### src/rtl/core/label_filtered_neighbor_aggregate_core_macros.svh
// ----------------------------------------------------------------------------
// Assertion macros for the neighbor aggregate core
// Clocked on clk, disabled while rst is high.
// ----------------------------------------------------------------------------
`ifndef LABEL_FILTERED_NEIGHBOR_AGGREGATE_CORE_MACROS_SVH
`define LABEL_FILTERED_NEIGHBOR_AGGREGATE_CORE_MACROS_SVH

`ifndef NO_ASSERTIONS
`define LFNA_ASSERT(lbl, cond, msg) \
  lbl: assert property (@(posedge clk) disable iff (rst) (cond)) else $error(msg);
`define LFNA_ASSERT_IMP(lbl, ante, cons, msg) \
  lbl: assert property (@(posedge clk) disable iff (rst) (ante) |-> (cons)) else $error(msg);
`define LFNA_ASSERT_NEXT(lbl, ante, cons, msg) \
  lbl: assert property (@(posedge clk) disable iff (rst) (ante) |=> (cons)) else $error(msg);
`else
`define LFNA_ASSERT(lbl, cond, msg)
`define LFNA_ASSERT_IMP(lbl, ante, cons, msg)
`define LFNA_ASSERT_NEXT(lbl, ante, cons, msg)
`endif

`endif

### src/rtl/core/lfna_pkg.sv
// ----------------------------------------------------------------------------
// lfna_pkg
// Widths, reset values, register indexes and stage payload types.
// ----------------------------------------------------------------------------
package lfna_pkg;

  localparam int VALUE_W    = 16;
  localparam int CLASS_W    = 8;
  localparam int WEIGHT_W   = 16;
  localparam int SUM_W      = 24;
  localparam int PROD_W     = SUM_W + WEIGHT_W;
  localparam int USED_W     = 6;
  localparam int LIMIT_W    = 6;
  localparam int BIAS_W     = 16;
  localparam int NEWVAL_W   = 15;
  localparam int S_TDATA_W  = 48;
  localparam int M_TDATA_W  = 24;
  localparam int CFG_IDX_W  = 1;
  localparam int CFG_DATA_W = 16;

  localparam int LABEL_BITS_DEF = 8;
  localparam int COUNT_BITS_DEF = 6;

  localparam logic [LIMIT_W-1:0] LIMIT_RESET = LIMIT_W'(50);
  localparam logic [BIAS_W-1:0]  BIAS_RESET  = '0;

  typedef enum logic [CFG_IDX_W-1:0] {
    REG_NEIGHBOR_LIMIT = 1'b0,
    REG_LAYER_BIAS     = 1'b1
  } cfg_reg_t;

  // final sum of one target feature, waiting for the multiplier
  typedef struct packed {
    logic signed [SUM_W-1:0]    sum;
    logic        [USED_W-1:0]   count;
    logic signed [WEIGHT_W-1:0] weight;
  } fin_t;

  typedef struct packed {
    logic signed [PROD_W-1:0] prod;
    logic        [USED_W-1:0] count;
  } prod_t;

endpackage

### src/rtl/core/lfna_accum.sv
// ----------------------------------------------------------------------------
// lfna_accum
// Label match, limited saturating running sum, capture of the final sum.
// ----------------------------------------------------------------------------
`include "label_filtered_neighbor_aggregate_core_macros.svh"

module lfna_accum import lfna_pkg::*; #(
  parameter int LABEL_BITS = LABEL_BITS_DEF,
  parameter int COUNT_BITS = COUNT_BITS_DEF
) (
  input  logic                       clk,
  input  logic                       rst,
  input  logic                       acc,
  input  logic signed [VALUE_W-1:0]  neighbor_value,
  input  logic        [CLASS_W-1:0]  neighbor_class,
  input  logic        [CLASS_W-1:0]  target_class,
  input  logic signed [WEIGHT_W-1:0] feature_weight,
  input  logic                       last_neighbor,
  input  logic        [LIMIT_W-1:0]  neighbor_limit,
  input  logic                       fin_take,
  output logic                       fin_valid,
  output fin_t                       fin
);

  localparam int CMP_BITS = (LABEL_BITS < CLASS_W) ? LABEL_BITS : CLASS_W;
  localparam int EXT_W    = (COUNT_BITS > LIMIT_W) ? COUNT_BITS : LIMIT_W;

  logic signed [SUM_W-1:0]   running_sum;
  logic        [COUNT_BITS-1:0] match_count;

  logic                      match;
  logic                      room;
  logic [SUM_W:0]            sum_wide;
  logic signed [SUM_W-1:0]   sum_next;
  logic [COUNT_BITS-1:0]     count_next;
  logic [EXT_W-1:0]          count_ext;
  logic [EXT_W-1:0]          limit_ext;
  logic [EXT_W-1:0]          count_next_ext;

  assign match     = neighbor_class[CMP_BITS-1:0] == target_class[CMP_BITS-1:0];
  assign count_ext = EXT_W'(match_count);
  assign limit_ext = EXT_W'(neighbor_limit);
  assign room      = (count_ext < limit_ext) && (match_count != '1);

  always_comb begin
    sum_wide   = {running_sum[SUM_W-1], running_sum}
               + {{(SUM_W + 1 - VALUE_W){neighbor_value[VALUE_W-1]}}, neighbor_value};
    sum_next   = running_sum;
    count_next = match_count;
    if (match && room) begin
      if (sum_wide[SUM_W] != sum_wide[SUM_W-1]) begin
        sum_next = sum_wide[SUM_W] ? {1'b1, {(SUM_W-1){1'b0}}} : {1'b0, {(SUM_W-1){1'b1}}};
      end else begin
        sum_next = sum_wide[SUM_W-1:0];
      end
      count_next = match_count + 1'b1;
    end
  end

  assign count_next_ext = EXT_W'(count_next);

  always_ff @(posedge clk) begin
    if (rst) begin
      running_sum <= '0;
      match_count <= '0;
      fin_valid   <= 1'b0;
    end else begin
      if (acc) begin
        if (last_neighbor) begin
          running_sum <= '0;
          match_count <= '0;
        end else begin
          running_sum <= sum_next;
          match_count <= count_next;
        end
      end
      if (acc && last_neighbor) begin
        fin_valid <= 1'b1;
      end else if (fin_take) begin
        fin_valid <= 1'b0;
      end
    end
  end

  always_ff @(posedge clk) begin
    if (acc && last_neighbor) begin
      fin.sum    <= sum_next;
      fin.count  <= count_next_ext[USED_W-1:0];
      fin.weight <= feature_weight;
    end
  end

  `LFNA_ASSERT_NEXT(a_state_cleared, acc && last_neighbor, running_sum == '0 && match_count == '0, "state not cleared after last neighbor")
  `LFNA_ASSERT_NEXT(a_fin_loaded, acc && last_neighbor, fin_valid, "final sum not captured")
  `LFNA_ASSERT_NEXT(a_count_grows, acc && !last_neighbor, match_count >= $past(match_count), "match count fell mid list")

endmodule

### src/rtl/core/lfna_mul.sv
// ----------------------------------------------------------------------------
// lfna_mul
// Registered product of the final sum and the feature weight.
// ----------------------------------------------------------------------------
module lfna_mul import lfna_pkg::*; (
  input  logic  clk,
  input  logic  rst,
  input  logic  fin_valid,
  input  fin_t  fin,
  output logic  fin_take,
  input  logic  prod_take,
  output logic  prod_valid,
  output prod_t prod
);

  logic free;

  assign free     = !prod_valid || prod_take;
  assign fin_take = fin_valid && free;

  always_ff @(posedge clk) begin
    if (rst) begin
      prod_valid <= 1'b0;
    end else if (free) begin
      prod_valid <= fin_valid;
    end
  end

  always_ff @(posedge clk) begin
    if (fin_take) begin
      prod.prod  <= PROD_W'($signed(fin.sum) * $signed(fin.weight));
      prod.count <= fin.count;
    end
  end

endmodule

### src/rtl/core/lfna_out.sv
// ----------------------------------------------------------------------------
// lfna_out
// Scale back to Q8.8, add bias, ReLU and clip; holds the result request.
// ----------------------------------------------------------------------------
module lfna_out import lfna_pkg::*; (
  input  logic                     clk,
  input  logic                     rst,
  input  logic                     prod_valid,
  input  prod_t                    prod,
  input  logic signed [BIAS_W-1:0] layer_bias,
  output logic                     prod_take,
  output logic                     res_valid,
  input  logic                     res_ready,
  output logic [NEWVAL_W-1:0]      new_value,
  output logic [USED_W-1:0]        used_count,
  output logic                     saturated
);

  localparam int SHIFT_W = PROD_W - 8;

  logic [SHIFT_W-1:0]  scaled;
  logic [SHIFT_W:0]    total;
  logic [NEWVAL_W-1:0] value_next;
  logic                sat_next;

  // arithmetic shift by 8 rounds toward minus infinity
  assign scaled = prod.prod[PROD_W-1:8];
  assign total  = {scaled[SHIFT_W-1], scaled}
                + {{(SHIFT_W + 1 - BIAS_W){layer_bias[BIAS_W-1]}}, layer_bias};

  always_comb begin
    value_next = '0;
    sat_next   = 1'b0;
    if (!total[SHIFT_W] && total != '0) begin
      if (total[SHIFT_W-1:NEWVAL_W] != '0) begin
        value_next = '1;
        sat_next   = 1'b1;
      end else begin
        value_next = total[NEWVAL_W-1:0];
      end
    end
  end

  assign prod_take = prod_valid && (!res_valid || res_ready);

  always_ff @(posedge clk) begin
    if (rst) begin
      res_valid <= 1'b0;
    end else if (!res_valid || res_ready) begin
      res_valid <= prod_valid;
    end
  end

  always_ff @(posedge clk) begin
    if (prod_take) begin
      new_value  <= value_next;
      used_count <= prod.count;
      saturated  <= sat_next;
    end
  end

endmodule

### src/rtl/core/label_filtered_neighbor_aggregate_core.sv
// ----------------------------------------------------------------------------
// label_filtered_neighbor_aggregate_core
// Label-filtered neighbor sum per target feature, scaled, biased and ReLU'd.
// ----------------------------------------------------------------------------
//  channel | dir | handshake          | payload
//  s_      | in  | s_tvalid/s_tready  | s_tdata, s_tlast (last neighbor)
//  m_      | out | m_tvalid/m_tready  | m_tdata, m_tuser (saturated)
//  cfg_    | in  | cfg_valid/cfg_ready| cfg_index, cfg_data
//
// One neighbor accepted per cycle while s_tready is high; the running sum
// updates in the cycle of acceptance. The last neighbor loads the final-sum
// register, then the product and result (m_tvalid) registers load in turn.
// Each stage moves when the one after it is empty or being emptied; input
// stalls only while all three stages are full and m_tready is low.
// Synchronous reset clears the running sum, count, stage valids and loads
// the register reset values.
// ----------------------------------------------------------------------------
module label_filtered_neighbor_aggregate_core import lfna_pkg::*; #(
  parameter int LABEL_BITS = LABEL_BITS_DEF,
  parameter int COUNT_BITS = COUNT_BITS_DEF
) (
  input  logic                  clk,
  input  logic                  rst,
  input  logic                  s_tvalid,
  output logic                  s_tready,
  // [15:0] neighbor_value, [23:16] neighbor_class, [31:24] target_class,
  // [47:32] feature_weight
  input  logic [S_TDATA_W-1:0]  s_tdata,
  input  logic                  s_tlast,
  output logic                  m_tvalid,
  input  logic                  m_tready,
  // [14:0] new_value, [20:15] used_count, [23:21] zero
  output logic [M_TDATA_W-1:0]  m_tdata,
  // [0] saturated
  output logic                  m_tuser,
  input  logic                  cfg_valid,
  output logic                  cfg_ready,
  input  logic [CFG_IDX_W-1:0]  cfg_index,
  input  logic [CFG_DATA_W-1:0] cfg_data
);

  logic [LIMIT_W-1:0]       neighbor_limit;
  logic signed [BIAS_W-1:0] layer_bias;

  logic  acc;
  logic  fin_valid;
  logic  fin_take;
  fin_t  fin;
  logic  prod_valid;
  logic  prod_take;
  prod_t prod;

  logic [NEWVAL_W-1:0] new_value;
  logic [USED_W-1:0]   used_count;

  assign cfg_ready = 1'b1;

  always_ff @(posedge clk) begin
    if (rst) begin
      neighbor_limit <= LIMIT_RESET;
      layer_bias     <= BIAS_RESET;
    end else if (cfg_valid && cfg_ready) begin
      unique case (cfg_reg_t'(cfg_index))
        REG_NEIGHBOR_LIMIT: neighbor_limit <= cfg_data[LIMIT_W-1:0];
        REG_LAYER_BIAS:     layer_bias     <= cfg_data[BIAS_W-1:0];
        default: ;
      endcase
    end
  end

  assign s_tready = !fin_valid || fin_take;
  assign acc      = s_tvalid && s_tready;

  lfna_accum #(
    .LABEL_BITS (LABEL_BITS),
    .COUNT_BITS (COUNT_BITS)
  ) u_accum (
    .clk            (clk),
    .rst            (rst),
    .acc            (acc),
    .neighbor_value (s_tdata[15:0]),
    .neighbor_class (s_tdata[23:16]),
    .target_class   (s_tdata[31:24]),
    .feature_weight (s_tdata[47:32]),
    .last_neighbor  (s_tlast),
    .neighbor_limit (neighbor_limit),
    .fin_take       (fin_take),
    .fin_valid      (fin_valid),
    .fin            (fin)
  );

  lfna_mul u_mul (
    .clk        (clk),
    .rst        (rst),
    .fin_valid  (fin_valid),
    .fin        (fin),
    .fin_take   (fin_take),
    .prod_take  (prod_take),
    .prod_valid (prod_valid),
    .prod       (prod)
  );

  lfna_out u_out (
    .clk        (clk),
    .rst        (rst),
    .prod_valid (prod_valid),
    .prod       (prod),
    .layer_bias (layer_bias),
    .prod_take  (prod_take),
    .res_valid  (m_tvalid),
    .res_ready  (m_tready),
    .new_value  (new_value),
    .used_count (used_count),
    .saturated  (m_tuser)
  );

  assign m_tdata = {{(M_TDATA_W - NEWVAL_W - USED_W){1'b0}}, used_count, new_value};

endmodule

### config.mk
export PLATFORM = sky130hd
export DESIGN_NAME = label_filtered_neighbor_aggregate_core
export DESIGN_NICKNAME = d
export VERILOG_FILES = /design/src/rtl/core/lfna_pkg.sv /design/src/rtl/core/lfna_accum.sv /design/src/rtl/core/lfna_mul.sv /design/src/rtl/core/lfna_out.sv /design/src/rtl/core/label_filtered_neighbor_aggregate_core.sv
export VERILOG_INCLUDE_DIRS = /design/src /design/src/rtl/core
export SDC_FILE = /design/constraint.sdc
export NUM_CORES = 1
export LEC_CHECK = 0
export CAP_MARGIN = 0
export CORE_UTILIZATION = 31
export CTS_BUF_LIST = sky130_fd_sc_hd__clkbuf_4 sky130_fd_sc_hd__clkbuf_8
export CTS_CLUSTER_DIAMETER = 60
export DETAILED_ROUTE_END_ITERATION = 7
export DONT_BUFFER_PORTS = 1
export PLACE_DENSITY = 0.44
export SYNTH_ARGS = -nofsm -noshare
export SYNTH_HDL_FRONTEND = slang
export SYNTH_SLANG_ARGS = --single-unit
### constraint.sdc
create_clock -name clk -period 6.2 [get_ports clk]
set_input_delay 0.31 -clock clk [delete_from_list [all_inputs] [get_ports clk]]
set_output_delay 0.31 -clock clk [all_outputs]
set_load 0.05 [all_outputs]
==> results of run 1 <==
==> layer usage <==
layer	up-vias	global-route usage (%)	share of wire, %	routed length, um
met5	-	0	0.022	13
met4	2	4.583	1.6	979
met3	46	2.900	3.5	2070
met2	257	27.69	47	27770
met1	8408	22.39	48	28620
li1	8062	-	-	-
==> state kept, by name (all words and copies together) (netlist names) <==
signal and count:
u_out.saturated 1, u_mul.prod 38, u_mul.prod_valid 1, u_out.used_count 6, u_accum.running_sum 24, layer_bias 16
u_accum.fin 46, u_accum.fin_valid 1, neighbor_limit 6, u_out.res_valid 1, u_accum.count_ext 6, u_out.new_value 15
==> power by group through the flow <==
stage / clock network (mW) / registers (mW) / logic [mW]
after floorplan: 0 / 1.99 / 8.15
after global placement: 0 / 2.03 / 12.1
after detailed placement: 0 / 2.03 / 12.2
after CTS: 0.945 / 2.00 / 12.9
after global routing: 0.976 / 2.01 / 15.5
final: 0.905 / 2.00 / 13.7
==> cell type report <==
class / instances / area, um2 / area share (%)
clock inverter: 14 / 185.2 / 0.7048
timing repair buffer: 232 / 1998 / 7.605
antenna: 1 / 2.502 / 0.009524
tap: 950 / 1189 / 4.524
clock buffer: 18 / 241.5 / 0.9190
multi-input combinational: 1708 / 16620 / 63.26
sequential: 161 / 4284 / 16.30
inverter: 467 / 1753 / 6.671
==> metrics by stage <==
stage	total power, mW	hold WS [ns]	util [%]
finish	16.56	0.07763	36.51
global route	18.49	0.07522	36.51
CTS	15.89	0.001722	36.15
detailed placement	14.21	0.3885	34.35
global placement	14.09	0.3869	34.35
floorplan	10.14	0.4003	-
==> layout by cell type, fill, tap and decap left out, types with 7 or more instances in the layout <==
master           n
a31oi_1          8
nand2b_1        18
nand2_1        313
xor2_1          18
o21a_1          18
nor3_1          20
o31ai_1         22
a221o_1         20
o21bai_1        11
fa_2            19
and2_4          10
fa_1           356
edfxtp_1       106
inv_1          445
a211o_1          7
and2_1         140
xnor2_1         66
nor2b_1         10
a21o_1          30
a211oi_1        13
dfxtp_1         55
inv_2           22
o21ai_0         39
nand4_1         11
buf_4          159
clkbuf_8        17
buf_6           27
a21oi_2         15
nand3_1         28
dlygate4sd3_1   42
a21oi_1        109
nor2_1         100
ha_1           146
ha_4             8
o2111ai_1        7
==> how the worst max path moves through the flow <==
| stage | from | to | slack [ns] | cells past startpoint |
|---|---|---|---|---|
| 2_1_floorplan | u_accum.fin[45]$_DFFE_PP_ | u_mul.prod[45]$_DFFE_PP_ | 0.11 | 19 |
| 6_report | u_accum.fin[4]$_DFFE_PP_ | u_mul.prod[45]$_DFFE_PP_ | 0.05 | 21 |
| 3_3_place_gp | u_accum.fin[35]$_DFFE_PP_ | u_mul.prod[45]$_DFFE_PP_ | -0.25 | 23 |
| 5_1_grt | u_accum.fin[4]$_DFFE_PP_ | u_mul.prod[44]$_DFFE_PP_ | -0.18 | 24 |
| 3_5_place_dp | u_accum.fin[35]$_DFFE_PP_ | u_mul.prod[45]$_DFFE_PP_ | -0.39 | 23 |
| 4_1_cts | u_accum.fin[4]$_DFFE_PP_ | u_mul.prod[43]$_DFFE_PP_ | -0.01 | 24 |
==> worst max-delay path: cells and delay by family, from the launching register on <==
| kind | cells | cell delay [ns] |
|---|---|---|
| adder cells (fa/ha/maj) | 7 | 3.31 |
| flip-flops | 1 | 0.46 |
| AND/OR/NAND/NOR | 2 | 0.38 |
| buffers and inverters | 4 | 0.44 |
| XOR/XNOR | 1 | 0.14 |
| AO/OA/AOI/OAI | 7 | 1.14 |
==> timing repair <==
item	CTS	global route
endpoints found under the setup margin	13	17
cloned	0	0
hold endpoints to repair	48	0
setup buffers	26	9
hold buffers	43	0
pin swaps	51	55
resized for setup	66	67
==> cell families after synthesis <==
family	Yosys count	synth area share [%]
XOR/XNOR	84	3.240
adder cells (fa/ha/maj)	535	41.84
AO/OA/AOI/OAI	369	11.15
other	2	0.03307
multiplexers	9	0.4243
flip-flops	161	18.87
AND/OR/NAND/NOR	707	14.88
buffers and inverters	568	9.565
==> impl_metrics.ini, run 1 <==
[detailed_routing]
vias = 16780
final_antenna_net_count = 0
drt_pass1_iterations = 5
via_per_inst = 4.724
routed_wl_mm = 59.45
drc = 0
drt_iter0_drc = 619
wl_per_cell_um = 16.74

[global_route]
grt_max_degree = 55
grt_usage_pct = 16.73
grt.overflow.total = 0
grt_pass1_vias = 18060
antenna_found_initial = 2
grt_pass1_wl_mm = 97.66

[synthesis]
ys_warn_count = 0
synth_ff_type = edfxtp_1
synth-seq-cells = 161
synth-edff-count = 106
netlist_area_um2 = 22710
async_flop_share_pct = 0
synth_area_leaders = fa_1, edfxtp_1, ha_1
ys_top_cells_by_count = inv_1, fa_1, nand2_1
synth_top_area_share_pct = 33.06
yosysMostFrequentCell = inv_1
synth_cells = 2435
syn_area_per_cell_um2 = 9.326
yosysUniqueCellTypes = 76
synth_top_area_cell = fa_1
seq_area_frac_synth_pct = 18.87

[placement]
dp.cells = 3442
post-dp-hpwl_mm = 49.05
post-place-ws_ns = -0.3939
portBuffers = 0
place.gp.congestion = 0.8696
postPlaceCellArea_um2 = 24720

[finish]
final_nets = 3190
fillers = 7265
layout-drive-gt1-share_pct = 13.50
final_area_um2 = 26280
area_growth_syn_to_layout_pct = 15.71
post_layout_nonfiller_instances = 3551

[die]
initial_core_util_pct = 31.55
dieArea_um2 = 74340
rows = 98
core_area_um2 = 71980
die_h_um = 272.7
die-width_um = 272.7
io_pins = 99

[power_and_ir_drop]
p_int_mw = 9.055
vdd.ir_drop.worst_uv = 673.0
comb_power_share_pct = 82.5
seqPwrFrac_pct = 12.1
swShare_pct = 45.31
leakagePower_nw = 12.13
p_switching_mw = 7.503
power_density_nw_per_um2 = 630.2
power.share.clock_pct = 5.5

[run]
drv_cap = 0

[timing]
relSlewSlack_pct = 17.25
finalSetupViolations = 0
clock_skew_ns = 0.03789
worst_slew_pin_slew_ns = 1.241
rsz0062_at_grt = yes
fin_crit_sh_pct = 99.18
min_period_ns = 6.149
final-hold-violation-count = 0
setup_tns_ns = 0
fin_ws_ns = 0.05107
fmax_mhz = 162.6
slew_violations = 0

[cts]
cts_htree_levels = 4
path_clk_slew_ns = 0.13
clock-sinks = 161
cts_buffer_depth = 2
root_buffer = clkbuf_8
cts_tree = yes
clock_latency_ns = 0.58
cts_buffers = 17

[critical_path]
reg2reg_to = u_mul.prod[45]$_DFFE_PP_
setup.worst_path.start_class = register
end_kind = register
reg2regPathDepth = 21
crit_required_ns = 6.51
timing.rr.start = u_accum.fin[4]$_DFFE_PP_
worstSetupPathType = reg2reg
cp_cell_sequence = buf_6 > buf_6 > buf_4 > nand2_1 > fa_1 > inv_1 > fa_1 > fa_1 > fa_1 > fa_1 > fa_1 > ha_1 > a21o_1 > a21o_1 > a21o_1 > a21o_1 > a21o_1 > and2_2 > a211oi_2 > o41ai_1 > xnor2_1
worst_path_max_delay_cell = fa_1
critical_path_peak_fanout = 6
critPathMostFrequentCell = fa_1
cp.arrival_ns = 6.46
slowest_delay_ns = 0.59
ff2ff_setup_slack_ns = 0.05

[min_path]
hold_depth = 3
hp-class = in2reg
min_to = neighbor_limit[2]$_SDFFE_PP0P_
hp-start = cfg_valid

[status]
status = finished clean
No activity file was read; power rests on OpenSTA's default activity.
==> run 2: changes to the inputs <==
--- a/config.mk
+++ b/config.mk
@@ -15,2 +15,3 @@
 export PLACE_DENSITY = 0.44
+export RECOVER_POWER = 100
 export SYNTH_ARGS = -nofsm -noshare
==> constraint.sdc (replaced) <==
create_clock -name clk -period 6.2 [get_ports clk]
set_input_delay 1.55 -clock clk [delete_from_list [all_inputs] [get_ports clk]]
set_output_delay 1.55 -clock clk [all_outputs]
set_load 0.05 [all_outputs]
==> run 2 against run 1 <==
First-iteration DRC count up 3.7%. Sequential cell count unchanged. Hold slack gained 0.35 ns. Via count fell by 1.8%. Clock power down 5.6%. Final area shrank 2.3%. The flow now finishes with violations (capacitance limit, slew limit). Register-to-register slack worse by 0.04 ns. Clock skew shrank 0.0034 ns.
==> impl_metrics.ini, run 2 (synthesized netlist as in run 1, its figures left out) <==
[cts]
cts_tree = yes
clock_latency_ns = 0.57
cts_buffers = 17
cts_hold_buf = 0
cts_htree_levels = 4
clock-sinks = 161
cts_buffer_depth = 2
path_clk_slew_ns = 0.11
root_buffer = clkbuf_8

[finish]
layout-drive-gt1-share_pct = 11.81
final_cell_mix = inv_1, fa_1, nand2_1
top_register = u_accum.fin
multi_input_area_um2 = 16570
area_growth_syn_to_layout_pct = 13.03
fillers = 7254
final_nets = 3131
top_regs = u_accum.fin (46), u_mul.prod (38), u_accum.running_sum (24)
final_common_cell = inv_1
regArea_um2 = 4284
largest_reg_flops = 46
post_layout_nonfiller_instances = 3492
final_area_um2 = 25670

[die]
die-width_um = 272.7
io_pins = 99
rows = 98
die_h_um = 272.7
initial_core_util_pct = 31.55
core_area_um2 = 71980
dieArea_um2 = 74340

[detailed_routing]
final_antenna_net_count = 0
drc = 0
wl_per_cell_um = 17.02
drt_iter0_drc = 642
drt_pass1_iterations = 4
via_per_inst = 4.718
routed_wl_mm = 59.44
vias = 16470

[global_route]
grt_max_degree = 55
grt_usage_pct = 16.47
grt_pass1_wl_mm = 95.94
grt.overflow.total = 0
grt_pass1_vias = 17540
antenna_found_initial = 2

[critical_path]
end_kind = register
crit_required_ns = 6.52
cp.arrival_ns = 6.51
critical_path_peak_fanout = 8
setup.worst_path.start_class = register
worstSetupPathType = reg2reg

[timing]
clock_skew_ns = 0.03448
slew_violations = 181
rsz0062_at_grt = yes
relSlewSlack_pct = -70.85
fin_crit_sh_pct = 99.90
finalSetupViolations = 0
min_period_ns = 6.194
fmax_mhz = 161.5
final-hold-violation-count = 0
worst_slew_pin_slew_ns = 2.563

[placement]
place.gp.congestion = 0.8686
portBuffers = 0
dp.cells = 3427
post-dp-hpwl_mm = 49.23
postPlaceCellArea_um2 = 24640

[power_and_ir_drop]
vdd.ir_drop.worst_uv = 838.5
power_density_nw_per_um2 = 637.2
power_mw = 16.35
leakagePower_nw = 11.84

[status]
violations = capacitance limit, slew limit
status = complete, but fails checks

[min_path]
hp-class = reg2reg

[run]
drv_cap = 5
[run 2: cell types whose count changed in the layout (fill, tap and decap cells not counted), sizes merged]
cell         previous run  this run
dlygate4sd3            42         0
buf                   190       167
clkbuf                 18        23
clkinv                  2         5
bufinv                  2         0
clkinvlp                2         1
inv                   475       476
[run 2: layer usage]
| metal | global-route usage (%) | up-vias | routed length [um] |
|---|---|---|---|
| met4 | 3.888 | 0 | 733 |
| met5 | 0 | - | 0 |
| met3 | 2.706 | 41 | 1995 |
| li1 | - | 7949 | - |
| met1 | 22.68 | 8236 | 28820 |
| met2 | 26.91 | 248 | 27900 |
[run 2: area by class of cell]
| cell class | count | area share [%] |
|---|---|---|
| multi-input combinational | 1708 | 64.55 |
| sequential | 161 | 16.69 |
| inverter | 467 | 6.829 |
| timing repair buffer | 173 | 5.674 |
| tap | 950 | 4.631 |
| clock buffer | 17 | 0.9116 |
| clock inverter | 15 | 0.7020 |
| antenna | 1 | 0.009749 |
[run 2: timing repair]
item                                    4_1_cts  5_1_grt
endpoints found under the setup margin       13       17
setup buffers                                23       10
pin swaps                                    19       53
gates resized for setup                      26       71
[run 2: worst paths after layout]
kind	from	to	slack [ns]	cells past startpoint
max	u_accum.fin[7]$_DFFE_PP_	u_mul.prod[44]$_DFFE_PP_	0.006	23
min	u_mul.prod[1]$_DFFE_PP_	u_out.used_count[1]$_DFFE_PP_	0.43	0
max reg2reg	u_accum.fin[7]$_DFFE_PP_	u_mul.prod[44]$_DFFE_PP_	0.006	23
min reg2reg	u_mul.prod[1]$_DFFE_PP_	u_out.used_count[1]$_DFFE_PP_	0.43	0
[run 2: critical path, cell delays in order, from the launching register on]
cell	delay (ns)
edfxtp_1	0.46
buf_6	0.16
buf_12	0.13
nand2_1	0.08
fa_1	0.54
inv_1	0.05
fa_1	0.50
fa_1	0.54
fa_1	0.53
fa_1	0.52
inv_1	0.05
fa_1	0.50
inv_2	0.05
ha_4	0.27
and4_1	0.22
a221oi_2	0.08
nand3b_1	0.20
buf_4	0.15
and2_4	0.14
buf_4	0.13
a211o_1	0.28
a21oi_2	0.17
a21oi_2	0.07
xnor2_1	0.13
[run 2: where the power goes]
group / internal, mW / switching [mW]
logic: 6.61 / 6.90
clock network: 0.312 / 0.542
registers: 1.90 / 0.0974
[run 2: stage by stage]
stage	setup slack, ns	setup TNS (ns)	hold slack [ns]	utilization, %
global route	-0.1576	-1.008	0.4413	35.66
detailed placement	-0.2810	-1.876	0.4056	34.24
global placement	-0.1736	-1.228	0.4009	34.24
floorplan	0.1103	0	0.4003	-
finish	0.006263	0	0.4303	35.66
CTS	-0.0002447	-0.0002447	0.4346	35.22
==> run 3: changes to the inputs <==
Settings changed: MAX_ROUTING_LAYER set to met4, SYNTH_HIERARCHICAL set to 1.
==> run 3 against run 2 <==
The run still ends with capacitance limit, slew limit left. Sequential cell count did not move. Clock power fell by 8.8%. Combinational power fell by 27%. Die area rose by 3.5%. Power fell by 25%. Critical path depth fell by 4. First-iteration DRC count rose by 15%. Wire length rose by 6.4%. Register-to-register slack improved by 0.11 ns. Final area rose by 4.0%. Clock-buffer cell count did not move. Setup slack improved by 0.11 ns. Highest routed layer unchanged.
==> impl_metrics.ini, run 3 <==
[critical_path]
critical_path_peak_fanout = 7
startpoint = u_accum/fin[3]$_DFFE_PP_
reg2regPathDepth = 19
setup.worst_path.start_class = register
crit_required_ns = 6.49
worstSetupPathType = reg2reg
ff2ff_setup_slack_ns = 0.12
critPathCapture = u_mul/prod[45]$_DFFE_PP_
reg2reg_to = u_mul/prod[45]$_DFFE_PP_
timing.rr.start = u_accum/fin[3]$_DFFE_PP_
end_kind = register
cp.arrival_ns = 6.38

[timing]
worst_slew_pin_slew_ns = 2.356
clock_skew_ns = 0.02125
final-hold-violation-count = 0
slew_violations = 86
finalSetupViolations = 0
fin_crit_sh_pct = 98.12
relSlewSlack_pct = -57.10
setup_tns_ns = 0
fmax_mhz = 164.4
rsz0062_at_grt = yes
min_period_ns = 6.083
fin_ws_ns = 0.1168

[detailed_routing]
top_layer = met4
wl_per_cell_um = 17.50
drt_pass1_iterations = 5
routed_wl_mm = 63.23
drt_iter0_drc = 741
drc = 0
drt-met1-wl_mm = 30.36
via_per_inst = 4.721
met2WireLength_mm = 29.25
vias = 17050
wl_met3_mm = 2.199
final_antenna_net_count = 0

[die]
die_h_um = 277.4
dieArea_um2 = 76940
die-width_um = 277.4
initial_core_util_pct = 31.47
io_pins = 99
rows = 100
core_area_um2 = 74700

[cts]
path_clk_slew_ns = 0.10
cts_htree_levels = 4
clock_latency_ns = 0.56
root_buffer = clkbuf_8
cts_tree = yes
cts_buffer_depth = 2
cts_hold_buf = 0
cts_buffers = 17
clock-sinks = 161

[synthesis]
syn_area_per_cell_um2 = 9.240
netlist_area_um2 = 23510
synth_cells = 2544
ys_warn_count = 6

[finish]
top_register = u_accum/fin
largest_reg_flops = 46
area_growth_syn_to_layout_pct = 13.53
top_regs = u_accum/fin (46), u_mul/prod (38), u_accum/running_sum (24)
layout-drive-gt1-share_pct = 13.29
final_cell_mix = inv_1, fa_1, nand2_1
fillers = 7651
final_nets = 3235
final_common_cell = inv_1

[global_route]
grt_pass1_vias = 18250
grt_usage_pct = 16.94
grt_max_degree = 42
grt.overflow.total = 0
grt_pass1_wl_mm = 99.88
antenna_found_initial = 3

[min_path]
hold_depth = 0
hp-class = reg2reg

[status]
status = complete, but fails checks
violations = capacitance limit, slew limit

[placement]
post-place-ws_ns = -0.2143
portBuffers = 0
post-dp-hpwl_mm = 50.80
place.gp.congestion = 0.8722

[power_and_ir_drop]
leakagePower_nw = 12.07
vdd.ir_drop.worst_uv = 420.3
power_density_nw_per_um2 = 461.6

[run]
drv_cap = 3
run 3: how the worst min path moves through the flow:
stage	from	endpoint	slack (ns)
global placement	u_mul/prod[4]$_DFFE_PP_	u_out/used_count[4]$_DFFE_PP_	0.41
global route	u_accum/fin[21]$_DFFE_PP_	u_mul/prod[5]$_DFFE_PP_	0.43
finish	u_accum/fin[16]$_DFFE_PP_	u_mul/prod[0]$_DFFE_PP_	0.42
floorplan	u_accum/fin[16]$_DFFE_PP_	u_mul/prod[0]$_DFFE_PP_	0.40
CTS	u_accum/fin[16]$_DFFE_PP_	u_mul/prod[0]$_DFFE_PP_	0.42
detailed placement	u_mul/prod[3]$_DFFE_PP_	u_out/used_count[3]$_DFFE_PP_	0.41
run 3: worst max-delay path: stages, from the launching register on:
cell       delay [ns]
edfxtp_1         0.45
buf_12           0.17
and2_1           0.17
fa_1             0.53
buf_4            0.18
fa_2             0.61
fa_1             0.45
fa_1             0.58
fa_1             0.44
fa_1             0.50
ha_4             0.32
nand4_1          0.13
nor2_2           0.15
a2111oi_2        0.08
o41a_1           0.44
nand2_2          0.09
a41oi_4          0.05
o41ai_2          0.21
a21oi_1          0.11
xnor2_1          0.14
run 3: stage by stage:
step | utilization (%) | hold slack (ns) | cell area (um2) | cells | total power [mW]
floorplan | - | 0.4003 | 23530 | 2546 | 7.633
global placement | 33.94 | 0.4062 | 25350 | 3528 | 10.41
detailed placement | 33.94 | 0.4075 | 25350 | 3528 | 10.47
CTS | 34.68 | 0.4220 | 25910 | 3569 | 11.60
global route | 35.73 | 0.4332 | 26690 | 3612 | 13.58
finish | 35.73 | 0.4226 | 26690 | 3612 | 12.32
run 3: cell type report:
cell class,count,area (um2),share of cell area [%]
diodes,2,5.005,0.01875
clock buffers,17,234.0,0.8767
flip-flops and latches,161,4284,16.05
repair buffers,171,1759,6.592
clock inverters,15,143.9,0.5391
multi-input cells,1806,17280,64.75
inverters,471,1768,6.624
well taps,969,1212,4.543
run 3: per-layer routing:
layer	vias up	track usage, %
met3	74	2.426
met1	8455	22.80
met4	0	4.615
met5	-	-
met2	301	26.54
li1	8221	-
run 3: where the power goes:
group | switching, mW | internal (mW)
clock | 0.485 | 0.294
combinational | 5.17 | 4.62
sequential | 0.113 | 1.64
total | 5.76 | 6.55
run 3: timing repair:
item,4_1_cts,5_1_grt
gates cloned,0,6
gates resized for setup,15,104
pin swaps,7,54
setup buffers,9,35
endpoints found under the setup margin,11,18
